[src/rtl/crb_pkg.sv]
// Shared types, constants and helpers for the clipped rectangle blitter.
// Depends on nothing; every other file in rtl refers to it by scoped names.
package crb_pkg;

   localparam int MAX_DIM   = 4096;
   localparam int DIM_W     = 13;
   localparam int ADDR_W    = 25;
   localparam int REQ_DEPTH = 4;
   localparam int RSP_DEPTH = 2;

   localparam logic [1:0] CMD_FILL  = 2'd0;
   localparam logic [1:0] CMD_IMAGE = 2'd1;
   localparam logic [1:0] CMD_STEP  = 2'd2;
   localparam logic [1:0] CMD_RSVD  = 2'd3;

   localparam logic [1:0] CSR_FRAME_WIDTH  = 2'd0;
   localparam logic [1:0] CSR_FRAME_HEIGHT = 2'd1;
   localparam logic [1:0] CSR_ROW_PITCH    = 2'd2;
   localparam logic [1:0] CSR_SCROLL       = 2'd3;

   typedef struct packed {
      logic [1:0]         command;
      logic signed [15:0] rect_x;
      logic signed [15:0] rect_y;
      logic [12:0]        rect_w;
      logic [12:0]        rect_h;
      logic [31:0]        fill_color;
      logic [12:0]        source_width;
      logic [12:0]        source_height;
      logic [31:0]        source_base;
   } req_type;

   typedef struct packed {
      logic              write_enable;
      logic [ADDR_W-1:0] write_address;
      logic              from_source;
      logic [31:0]       write_color;
      logic [31:0]       source_address;
      logic              last;
   } rsp_type;

   typedef enum logic [1:0] {
      KIND_FILL  = 2'd0,
      KIND_IMAGE = 2'd1,
      KIND_STEP  = 2'd2,
      KIND_NONE  = 2'd3
   } kind_type;

   typedef struct packed {
      kind_type kind;
      req_type  req;
   } entry_type;

   typedef struct packed {
      logic             start;
      logic [DIM_W-1:0] dividend;
      logic [DIM_W-1:0] divisor;
   } div_req_type;

   typedef struct packed {
      logic             done;
      logic [DIM_W-1:0] quotient;
      logic [DIM_W-1:0] remainder;
   } div_rsp_type;

   function automatic logic [DIM_W-1:0] sat_dim(input logic [DIM_W-1:0] v);
      logic [DIM_W-1:0] lim;
      lim = DIM_W'(MAX_DIM);
      return (v > lim) ? lim : v;
   endfunction

endpackage

[src/rtl/clipped_rect_fill_and_scaled_blit.sv]
// Top level of the clipped rectangle fill and scaled blit engine.
// Depends on crb_pkg, crb_front, crb_back and crb_rsp_queue.
//
// Input channel: push, full, req_data. A word is taken when push is high and
// full is low. Fill and image starts load a command; step words each yield
// one result word; command code 3 is dropped.
// Result channel: empty, pop, rsp_data. The oldest result sits on rsp_data
// while empty is low and leaves when pop is high.
// Configuration: csr_we, csr_index, csr_wdata write frame width, frame
// height, row pitch and scroll; write only while idle.
// Timing: a four-word input queue decouples intake from the pixel engine.
// A step passes through the fetch, multiply and emit states, and emit waits
// while the result queue is full; the next word is fetched only after emit.
// A fill start is loaded in the fetch state; an image start runs the 13-step
// serial divider once for each axis before the next word is fetched.
// Reset returns the engine to idle with both queues empty and the
// configuration at 640 by 480, pitch 640, scroll 0.
// When the receiver stalls, the two-entry result queue fills, the engine
// holds its pixel, and full rises once the input queue is full.
module clipped_rect_fill_and_scaled_blit (
   input  logic             clock,
   input  logic             reset,
   input  logic             push,
   output logic             full,
   input  crb_pkg::req_type req_data,
   output logic             empty,
   input  logic             pop,
   output crb_pkg::rsp_type rsp_data,
   input  logic             csr_we,
   input  logic [1:0]       csr_index,
   input  logic [15:0]      csr_wdata
);
   crb_pkg::entry_type ent;
   crb_pkg::rsp_type   enq_data;
   logic ent_valid, deq, enq, q_full;

   crb_front u_front (
      .clock     (clock),
      .reset     (reset),
      .push      (push),
      .full      (full),
      .req_data  (req_data),
      .deq       (deq),
      .ent_valid (ent_valid),
      .ent       (ent)
   );

   crb_back u_back (
      .clock     (clock),
      .reset     (reset),
      .csr_we    (csr_we),
      .csr_index (csr_index),
      .csr_wdata (csr_wdata),
      .ent_valid (ent_valid),
      .ent       (ent),
      .deq       (deq),
      .enq       (enq),
      .enq_data  (enq_data),
      .q_full    (q_full)
   );

   crb_rsp_queue u_rsp (
      .clock    (clock),
      .reset    (reset),
      .enq      (enq),
      .enq_data (enq_data),
      .q_full   (q_full),
      .empty    (empty),
      .pop      (pop),
      .rsp_data (rsp_data)
   );
endmodule

[src/rtl/crb_front.sv]
// Front end: input queue that classifies each word on entry.
// Depends on crb_pkg.
module crb_front (
   input  logic               clock,
   input  logic               reset,
   input  logic               push,
   output logic               full,
   input  crb_pkg::req_type   req_data,
   input  logic               deq,
   output logic               ent_valid,
   output crb_pkg::entry_type ent
);
   localparam int PW = $clog2(crb_pkg::REQ_DEPTH);

   crb_pkg::entry_type mem_ff [crb_pkg::REQ_DEPTH];
   logic [PW-1:0] wr_ff, wr_in, rd_ff, rd_in;
   logic [PW:0]   cnt_ff, cnt_in;
   logic          do_push, do_pop;
   crb_pkg::kind_type kind;

   always_comb begin
      case (req_data.command)
         crb_pkg::CMD_FILL:  kind = crb_pkg::KIND_FILL;
         crb_pkg::CMD_IMAGE: kind = crb_pkg::KIND_IMAGE;
         crb_pkg::CMD_STEP:  kind = crb_pkg::KIND_STEP;
         default:            kind = crb_pkg::KIND_NONE;
      endcase
   end

   assign full      = (cnt_ff == (PW+1)'(crb_pkg::REQ_DEPTH));
   assign ent_valid = (cnt_ff != '0);
   assign ent       = mem_ff[rd_ff];
   assign do_push   = push && !full;
   assign do_pop    = deq && ent_valid;
   assign wr_in     = do_push ? wr_ff + PW'(1) : wr_ff;
   assign rd_in     = do_pop ? rd_ff + PW'(1) : rd_ff;
   assign cnt_in    = cnt_ff + (PW+1)'(do_push) - (PW+1)'(do_pop);

   always_ff @(posedge clock) begin
      if (do_push) begin
         mem_ff[wr_ff] <= '{kind: kind, req: req_data};
      end
   end

   always_ff @(posedge clock) begin
      if (reset) begin
         wr_ff  <= '0;
         rd_ff  <= '0;
         cnt_ff <= '0;
      end else begin
         wr_ff  <= wr_in;
         rd_ff  <= rd_in;
         cnt_ff <= cnt_in;
      end
   end
endmodule

[src/rtl/crb_div.sv]
// Restoring divider, one quotient bit per cycle, for source scale steps.
// Depends on crb_pkg.
module crb_div (
   input  logic                 clock,
   input  logic                 reset,
   input  crb_pkg::div_req_type div_req,
   output crb_pkg::div_rsp_type div_rsp
);
   localparam int W  = crb_pkg::DIM_W;
   localparam int CW = $clog2(W);

   logic          busy_ff, busy_in, done_ff, done_in;
   logic [CW-1:0] cnt_ff, cnt_in;
   logic [W-1:0]  dvd_ff, dvd_in, dvs_ff, dvs_in, quo_ff, quo_in;
   logic [W:0]    rem_ff, rem_in, shifted;
   logic          fits;

   assign shifted = {rem_ff[W-1:0], dvd_ff[W-1]};
   assign fits    = (shifted >= {1'b0, dvs_ff});

   always_comb begin
      busy_in = busy_ff;
      done_in = 1'b0;
      cnt_in  = cnt_ff;
      dvd_in  = dvd_ff;
      dvs_in  = dvs_ff;
      quo_in  = quo_ff;
      rem_in  = rem_ff;
      if (div_req.start) begin
         busy_in = 1'b1;
         cnt_in  = '0;
         dvd_in  = div_req.dividend;
         dvs_in  = div_req.divisor;
         quo_in  = '0;
         rem_in  = '0;
      end else if (busy_ff) begin
         rem_in = fits ? shifted - {1'b0, dvs_ff} : shifted;
         quo_in = {quo_ff[W-2:0], fits};
         dvd_in = {dvd_ff[W-2:0], 1'b0};
         cnt_in = cnt_ff + CW'(1);
         if (cnt_ff == CW'(W-1)) begin
            busy_in = 1'b0;
            done_in = 1'b1;
         end
      end
   end

   always_ff @(posedge clock) begin
      dvd_ff <= dvd_in;
      dvs_ff <= dvs_in;
      quo_ff <= quo_in;
      rem_ff <= rem_in;
      cnt_ff <= cnt_in;
   end

   always_ff @(posedge clock) begin
      if (reset) begin
         busy_ff <= 1'b0;
         done_ff <= 1'b0;
      end else begin
         busy_ff <= busy_in;
         done_ff <= done_in;
      end
   end

   assign div_rsp.done      = done_ff;
   assign div_rsp.quotient  = quo_ff;
   assign div_rsp.remainder = rem_ff[W-1:0];
endmodule

[src/rtl/crb_rsp_queue.sv]
// Result queue between the pixel engine and the result port.
// Depends on crb_pkg.
module crb_rsp_queue (
   input  logic             clock,
   input  logic             reset,
   input  logic             enq,
   input  crb_pkg::rsp_type enq_data,
   output logic             q_full,
   output logic             empty,
   input  logic             pop,
   output crb_pkg::rsp_type rsp_data
);
   localparam int PW = $clog2(crb_pkg::RSP_DEPTH);

   crb_pkg::rsp_type mem_ff [crb_pkg::RSP_DEPTH];
   logic [PW-1:0] wr_ff, rd_ff;
   logic [PW:0]   cnt_ff, cnt_in;
   logic          do_enq, do_pop;

   assign q_full   = (cnt_ff == (PW+1)'(crb_pkg::RSP_DEPTH));
   assign empty    = (cnt_ff == '0);
   assign rsp_data = mem_ff[rd_ff];
   assign do_enq   = enq && !q_full;
   assign do_pop   = pop && !empty;
   assign cnt_in   = cnt_ff + (PW+1)'(do_enq) - (PW+1)'(do_pop);

   always_ff @(posedge clock) begin
      if (do_enq) begin
         mem_ff[wr_ff] <= enq_data;
      end
   end

   always_ff @(posedge clock) begin
      if (reset) begin
         wr_ff  <= '0;
         rd_ff  <= '0;
         cnt_ff <= '0;
      end else begin
         if (do_enq) begin
            wr_ff <= wr_ff + PW'(1);
         end
         if (do_pop) begin
            rd_ff <= rd_ff + PW'(1);
         end
         cnt_ff <= cnt_in;
      end
   end
endmodule

[src/rtl/crb_back.sv]
// Back end: command registers, pixel walker, clipping and address math.
// Depends on crb_pkg and crb_div.
module crb_back (
   input  logic               clock,
   input  logic               reset,
   input  logic               csr_we,
   input  logic [1:0]         csr_index,
   input  logic [15:0]        csr_wdata,
   input  logic               ent_valid,
   input  crb_pkg::entry_type ent,
   output logic               deq,
   output logic               enq,
   output crb_pkg::rsp_type   enq_data,
   input  logic               q_full
);
   localparam int W = crb_pkg::DIM_W;

   typedef enum logic [4:0] {
      ST_FETCH = 5'b00001,
      ST_DIVX  = 5'b00010,
      ST_DIVY  = 5'b00100,
      ST_MUL   = 5'b01000,
      ST_EMIT  = 5'b10000
   } state_type;

   typedef enum logic [1:0] {
      MODE_IDLE  = 2'd0,
      MODE_FILL  = 2'd1,
      MODE_IMAGE = 2'd2
   } mode_type;

   state_type   st_ff, st_in;
   mode_type    mode_ff, mode_in;
   logic [W-1:0]  fw_ff, fh_ff;
   logic [13:0]   pitch_ff;
   logic [15:0]   scroll_ff;
   logic [W-1:0]  col_ff, col_in, row_ff, row_in;
   logic [15:0]   left_ff, left_in;
   logic [16:0]   top_ff, top_in;
   logic [W-1:0]  w_ff, w_in, h_ff, h_in, sw_ff, sw_in, sh_ff, sh_in;
   logic [31:0]   color_ff, color_in, base_ff, base_in;
   logic [W-1:0]  qx_ff, qx_in, rx_ff, rx_in, qy_ff, qy_in, ry_ff, ry_in;
   logic [W-1:0]  sx_ff, sx_in, xr_ff, xr_in, sy_ff, sy_in, yr_ff, yr_in;
   logic [26:0]   wprod_ff;
   logic [25:0]   sprod_ff;
   logic [W-1:0]  pxl_ff;
   logic          in_frame_ff, last_ff;

   crb_pkg::div_req_type div_req;
   crb_pkg::div_rsp_type div_rsp;

   logic [W-1:0]  nw, nh, nsw, nsh;
   logic          start_ok;
   logic signed [16:0] px;
   logic signed [17:0] py;
   logic          in_frame, is_last;
   logic [W:0]    xsum, ysum;
   logic [26:0]   waddr;

   crb_div u_div (
      .clock   (clock),
      .reset   (reset),
      .div_req (div_req),
      .div_rsp (div_rsp)
   );

   assign nw  = crb_pkg::sat_dim(ent.req.rect_w);
   assign nh  = crb_pkg::sat_dim(ent.req.rect_h);
   assign nsw = crb_pkg::sat_dim(ent.req.source_width);
   assign nsh = crb_pkg::sat_dim(ent.req.source_height);
   assign start_ok = (nw != '0) && (nh != '0) &&
      !(ent.kind == crb_pkg::KIND_IMAGE && (nsw == '0 || nsh == '0));

   assign px = $signed({left_ff[15], left_ff}) + $signed({4'b0, col_ff});
   assign py = $signed({top_ff[16], top_ff}) + $signed({5'b0, row_ff});
   assign in_frame = !px[16] && !py[17] && (px[15:0] < {3'b0, fw_ff}) &&
                     (py[16:0] < {4'b0, fh_ff});
   assign is_last = ({1'b0, col_ff} + 14'd1 == {1'b0, w_ff}) &&
                    ({1'b0, row_ff} + 14'd1 == {1'b0, h_ff});
   assign xsum  = {1'b0, xr_ff} + {1'b0, rx_ff};
   assign ysum  = {1'b0, yr_ff} + {1'b0, ry_ff};
   assign waddr = wprod_ff + {14'b0, pxl_ff};

   always_comb begin
      st_in    = st_ff;
      mode_in  = mode_ff;
      col_in   = col_ff;
      row_in   = row_ff;
      left_in  = left_ff;
      top_in   = top_ff;
      w_in     = w_ff;
      h_in     = h_ff;
      sw_in    = sw_ff;
      sh_in    = sh_ff;
      color_in = color_ff;
      base_in  = base_ff;
      qx_in    = qx_ff;
      rx_in    = rx_ff;
      qy_in    = qy_ff;
      ry_in    = ry_ff;
      sx_in    = sx_ff;
      xr_in    = xr_ff;
      sy_in    = sy_ff;
      yr_in    = yr_ff;
      deq      = 1'b0;
      enq      = 1'b0;
      div_req  = '{start: 1'b0, dividend: nsw, divisor: nw};
      unique case (st_ff)
         ST_FETCH: begin
            if (ent_valid) begin
               deq = 1'b1;
               case (ent.kind)
                  crb_pkg::KIND_FILL, crb_pkg::KIND_IMAGE: begin
                     left_in  = ent.req.rect_x;
                     top_in   = 17'($signed({ent.req.rect_y[15], ent.req.rect_y}) -
                                    $signed({scroll_ff[15], scroll_ff}));
                     w_in     = nw;
                     h_in     = nh;
                     sw_in    = nsw;
                     sh_in    = nsh;
                     color_in = ent.req.fill_color;
                     base_in  = ent.req.source_base;
                     col_in   = '0;
                     row_in   = '0;
                     sx_in    = '0;
                     xr_in    = '0;
                     sy_in    = '0;
                     yr_in    = '0;
                     if (!start_ok) begin
                        mode_in = MODE_IDLE;
                     end else if (ent.kind == crb_pkg::KIND_FILL) begin
                        mode_in = MODE_FILL;
                     end else begin
                        mode_in = MODE_IMAGE;
                        div_req.start = 1'b1;
                        st_in = ST_DIVX;
                     end
                  end
                  crb_pkg::KIND_STEP: st_in = ST_MUL;
                  default: ;
               endcase
            end
         end
         ST_DIVX: begin
            div_req.dividend = sh_ff;
            div_req.divisor  = h_ff;
            if (div_rsp.done) begin
               qx_in = div_rsp.quotient;
               rx_in = div_rsp.remainder;
               div_req.start = 1'b1;
               st_in = ST_DIVY;
            end
         end
         ST_DIVY: begin
            if (div_rsp.done) begin
               qy_in = div_rsp.quotient;
               ry_in = div_rsp.remainder;
               st_in = ST_FETCH;
            end
         end
         ST_MUL: st_in = ST_EMIT;
         ST_EMIT: begin
            if (!q_full) begin
               enq   = 1'b1;
               st_in = ST_FETCH;
               if (mode_ff != MODE_IDLE) begin
                  if (last_ff) begin
                     mode_in = MODE_IDLE;
                     col_in  = '0;
                     row_in  = '0;
                  end else if ({1'b0, col_ff} + 14'd1 >= {1'b0, w_ff}) begin
                     col_in = '0;
                     row_in = row_ff + W'(1);
                     sx_in  = '0;
                     xr_in  = '0;
                     if (ysum >= {1'b0, h_ff}) begin
                        yr_in = W'(ysum - {1'b0, h_ff});
                        sy_in = sy_ff + qy_ff + W'(1);
                     end else begin
                        yr_in = ysum[W-1:0];
                        sy_in = sy_ff + qy_ff;
                     end
                  end else begin
                     col_in = col_ff + W'(1);
                     if (xsum >= {1'b0, w_ff}) begin
                        xr_in = W'(xsum - {1'b0, w_ff});
                        sx_in = sx_ff + qx_ff + W'(1);
                     end else begin
                        xr_in = xsum[W-1:0];
                        sx_in = sx_ff + qx_ff;
                     end
                  end
               end
            end
         end
         default: st_in = ST_FETCH;
      endcase
   end

   always_comb begin
      enq_data = '0;
      if (mode_ff == MODE_IDLE) begin
         enq_data.last = 1'b1;
      end else begin
         enq_data.write_enable = in_frame_ff;
         enq_data.from_source  = (mode_ff == MODE_IMAGE);
         enq_data.write_color  = (mode_ff == MODE_IMAGE) ? '0 : color_ff;
         enq_data.last         = last_ff;
         if (in_frame_ff) begin
            enq_data.write_address = waddr[crb_pkg::ADDR_W-1:0];
            if (mode_ff == MODE_IMAGE) begin
               enq_data.source_address = base_ff + {6'b0, sprod_ff} + {19'b0, sx_ff};
            end
         end
      end
   end

   always_ff @(posedge clock) begin
      if (st_ff == ST_MUL) begin
         wprod_ff    <= py[12:0] * pitch_ff;
         sprod_ff    <= sy_ff * sw_ff;
         pxl_ff      <= px[12:0];
         in_frame_ff <= in_frame;
         last_ff     <= is_last;
      end
   end

   always_ff @(posedge clock) begin
      if (reset) begin
         st_ff     <= ST_FETCH;
         mode_ff   <= MODE_IDLE;
         fw_ff     <= W'(640);
         fh_ff     <= W'(480);
         pitch_ff  <= 14'd640;
         scroll_ff <= '0;
         col_ff    <= '0;
         row_ff    <= '0;
         left_ff   <= '0;
         top_ff    <= '0;
         w_ff      <= '0;
         h_ff      <= '0;
         sw_ff     <= '0;
         sh_ff     <= '0;
         color_ff  <= '0;
         base_ff   <= '0;
         qx_ff     <= '0;
         rx_ff     <= '0;
         qy_ff     <= '0;
         ry_ff     <= '0;
         sx_ff     <= '0;
         xr_ff     <= '0;
         sy_ff     <= '0;
         yr_ff     <= '0;
      end else begin
         st_ff    <= st_in;
         mode_ff  <= mode_in;
         col_ff   <= col_in;
         row_ff   <= row_in;
         left_ff  <= left_in;
         top_ff   <= top_in;
         w_ff     <= w_in;
         h_ff     <= h_in;
         sw_ff    <= sw_in;
         sh_ff    <= sh_in;
         color_ff <= color_in;
         base_ff  <= base_in;
         qx_ff    <= qx_in;
         rx_ff    <= rx_in;
         qy_ff    <= qy_in;
         ry_ff    <= ry_in;
         sx_ff    <= sx_in;
         xr_ff    <= xr_in;
         sy_ff    <= sy_in;
         yr_ff    <= yr_in;
         if (csr_we) begin
            unique case (csr_index)
               crb_pkg::CSR_FRAME_WIDTH:  fw_ff     <= csr_wdata[W-1:0];
               crb_pkg::CSR_FRAME_HEIGHT: fh_ff     <= csr_wdata[W-1:0];
               crb_pkg::CSR_ROW_PITCH:    pitch_ff  <= csr_wdata[13:0];
               crb_pkg::CSR_SCROLL:       scroll_ff <= csr_wdata;
               default: ;
            endcase
         end
      end
   end
endmodule

[config.mk]
export PLATFORM = sky130hd
export DESIGN_NAME = clipped_rect_fill_and_scaled_blit
export DESIGN_NICKNAME = d
export VERILOG_FILES = /design/src/rtl/crb_pkg.sv /design/src/rtl/clipped_rect_fill_and_scaled_blit.sv /design/src/rtl/crb_front.sv /design/src/rtl/crb_div.sv /design/src/rtl/crb_rsp_queue.sv /design/src/rtl/crb_back.sv
export SDC_FILE = /design/constraint.sdc
export NUM_CORES = 2
export LEC_CHECK = 0
export BUFFER_PORTS_ARGS = -buffer_cell sky130_fd_sc_hd__clkbuf_2
export CORE_UTILIZATION = 30
export CTS_CLUSTER_SIZE = 28
export DETAILED_ROUTE_END_ITERATION = 7
export GPL_TIMING_DRIVEN = 0
export HOLD_SLACK_MARGIN = 0.12
export SYNTH_ARGS = -nofsm -noshare
export SYNTH_HDL_FRONTEND = slang
export SYNTH_SLANG_ARGS = --single-unit
export TNS_END_PERCENT = 50
[constraint.sdc]
create_clock -name clock -period 7.5 [get_ports clock]
set_input_delay 1.125 -clock clock [delete_from_list [all_inputs] [get_ports clock]]
set_output_delay 1.125 -clock clock [all_outputs]
set_load 0.1 [all_outputs]
==> flow_summary.toml <==
[global_routing]
grt_pass1_vias = 45735
grt_antenna_before_repair = 21
track_usage_pct = 16.9
grt_first_pass_wirelength_um = 286000
overflow = 0
grt_max_degree = 60

[die]
start_util_pct = 30.2
coreArea_um2 = 223000
die_area_um2 = 226000
die_h_um = 476
rows = 173
io-pin-count = 267
die_w_um = 476

[job]
cap_viol_max_count = 0

[final_layout]
final_util_pct = 35.1
final_layout_size_suffix_gt1_share_pct = 13.9
num-nets-final = 7029
seqCellArea_um2 = 34100
multiInputGateArea_um2 = 31000
fillers = 21831
area_growth_pct = 16.2
final_cells = 9304

[critical_path]
path_class = "reg2reg"
crit_required_ps = 7980
reg2reg_depth = 27
startpoint_type = "flop"
cp_max_fo = 6
end_kind = "flop"
critPathArrivalTime_ps = 7670

[place]
dp.cells = 9032
dpl.hpwl_um = 148000
gp_congestion = 0.918
numPortBuffers = 263

[logic_synthesis]
synth_nets = 6596
seq_area_frac_synth_pct = 50.6
synth_top_area_share_pct = 39.1
ys_warn_count = 0
synth_edf_count = 876
ys_seq_elements = 1264
async_reset_ff_share_pct = 0
synth_top_area_cell = "edfxtp_1"
synth_cell_types = 80
yosys-top-cells-area = "edfxtp_1, dfxtp_1, fa_1, ha_1, mux4_2"
netlist_top_cells_count = "edfxtp_1, nand2_1, inv_1"
ys.flop_type = "edfxtp_1"
netlist_area_um2 = 67300
syn_inst = 5777
synth.most_common_cell = "edfxtp_1"
syn_area_per_cell_um2 = 11.7

[detailed_routing]
ant_nets = 0
drtIter0Drc = 3755
route.final.wire_length_um = 192000
drc = 0
drtPass1Iterations = 7
vias_per_cell = 4.91
wl_per_cell_um = 20.7
vias = 45726

[sta]
hold_viol = 0
skew_ps = 89.6
min_period_ps = 7190
slew_violations = 0
clock.fmax_ghz = 0.139
worst_pin_slew_ps = 1470
whs_ps = 449
finalCritPeriodShare_pct = 95.9
tns_ps = 0
max_slew_margin_pct = 1.62
setup_violations = 0

[clock_network]
cts_buffers = 137
cts_sinks = 1264
cts_root_buf = "clkbuf_16"
cts_buffer_depth = 3
clock_latency_ps = 830
cts_tree = "built"
cts.clk_slew.worst_paths_ps = 60
h-tree-depth = 4

[power]
power_density_nw_per_um2 = 302
total_power_mw = 23.6
leakagePower_nw = 29.7
vdd_ir_drop_max_mv = 0.242

[hold_path]
hp-class = "reg2reg"
min_delay_path_depth = 2

[status]
outcome = "finished, final reports clean"
-- per-layer routing --
layer / vias up / global-route usage, % / share of wire, %
li1: 21262 / - / -
met1: 22792 / 22.9 / 45
met2: 1396 / 27.1 / 46
met3: 270 / 3.14 / 6.6
met4: 6 / 5.20 / 2.8
met5: - / 0 / 0.021
-- cell type report --
| cell class | instances | share of cell area, % |
|---|---|---|
| inverter | 441 | 2.12 |
| multi-input combinational | 3827 | 39.7 |
| timing repair buffer | 294 | 2.37 |
| antenna | 9 | 0.0288 |
| clock inverter | 76 | 1.41 |
| buffer | 245 | 1.36 |
| clock buffer | 173 | 4.69 |
| tap | 2975 | 4.76 |
| sequential | 1264 | 43.6 |
-- cells by family (layout without fill, tap and decap cells) --
family,after synthesis,after routing,synth area share [%]
other,0,9,0
AO/OA/AOI/OAI,902,902,8.09
AND/OR/NAND/NOR,1750,1750,11.9
buffers and inverters,686,1229,3.92
multiplexers,288,288,7.22
flip-flops,1264,1264,50.6
adder cells (fa/ha/maj),646,646,15.1
XOR/XNOR,241,241,3.16
-- stage by stage --
stage          setup WS [ps]  area, um^2
2_1_floorplan            108       67300
3_3_place_gp           -1480       72400
3_5_place_dp           -1290       72800
4_1_cts                0.522       78000
5_1_grt                -4.37       78200
6_report                 308       78200
-- worst paths after layout --
check | startpoint | end | slack (ps)
max | u_back.row_ff[4]$_SDFFE_PP0P_ | u_back.wprod_ff[24]$_DFFE_PP_ | 310
min | u_back.color_ff[12]$_SDFFE_PP0P_ | u_back.color_ff[12]$_SDFFE_PP0P_ | 450
max reg2reg | u_back.row_ff[4]$_SDFFE_PP0P_ | u_back.wprod_ff[24]$_DFFE_PP_ | 310
min reg2reg | u_back.color_ff[12]$_SDFFE_PP0P_ | u_back.color_ff[12]$_SDFFE_PP0P_ | 450
-- flip-flops by register name (all words and copies together) (netlist names), 14 cells and up, named ones only --
register	count
u_back.base_ff	32
u_rsp.mem_ff	184
u_back.color_ff	32
u_back.sprod_ff	26
u_back.wprod_ff	25
u_front.mem_ff	600
u_back.scroll_ff	16
u_back.left_ff	16
u_back.pitch_ff	14
u_back.top_ff	17
-- cells in the final DEF, fill, tap and decap left out, types with 31 or more instances in the layout --
| cell type | n |
|---|---|
| o21ai_0 | 153 |
| mux4_2 | 148 |
| nand4_1 | 31 |
| ha_1 | 361 |
| edfxtp_1 | 876 |
| and2_1 | 179 |
| clkbuf_1 | 224 |
| a21o_1 | 60 |
| a21oi_1 | 410 |
| and3_1 | 38 |
| dfxtp_1 | 380 |
| nor3_1 | 77 |
| mux2i_1 | 37 |
| nand2_1 | 784 |
| clkbuf_16 | 138 |
| nand3_1 | 67 |
| a22oi_1 | 40 |
| a211oi_1 | 38 |
| inv_1 | 439 |
| xor2_1 | 92 |
| fa_1 | 276 |
| xnor2_1 | 134 |
| clkbuf_2 | 267 |
| nor2b_1 | 33 |
| mux2_2 | 103 |
| nor2_1 | 364 |
-- critical path: stages, from the launching register on --
cell and delay (ps):
dfxtp_4 380, ha_2 310, and3_1 190, a221o_1 350, nand2b_4 170, a221oi_4 280, buf_4 190, xnor2_4 200
buf_8 190, nand2_1 90, fa_2 420, fa_1 530, inv_1 40, ha_1 260, inv_1 50, fa_1 500
fa_1 540, inv_1 40, ha_1 350, or2_2 310, a21oi_1 150, a31oi_1 110, a41oi_2 200, a21oi_2 110
a221oi_2 330, o2111ai_2 170, o31ai_2 250, xnor2_1 160
-- power breakdown --
group          switching [mW]  internal (mW)
clock network            3.02           4.04
logic                    5.02           2.73
registers               0.493           8.32
total                    8.53           15.1
-- what timing repair did --
action	4_1_cts	5_1_grt
hold buffers	0	0
buffers inserted	9	5
resized for setup	60	48
hold endpoints to repair	0	0
gates cloned	0	0
endpoints found under the setup margin	12	6
pin swaps	13	21
Note: power is estimated with default switching activity, not from simulation.
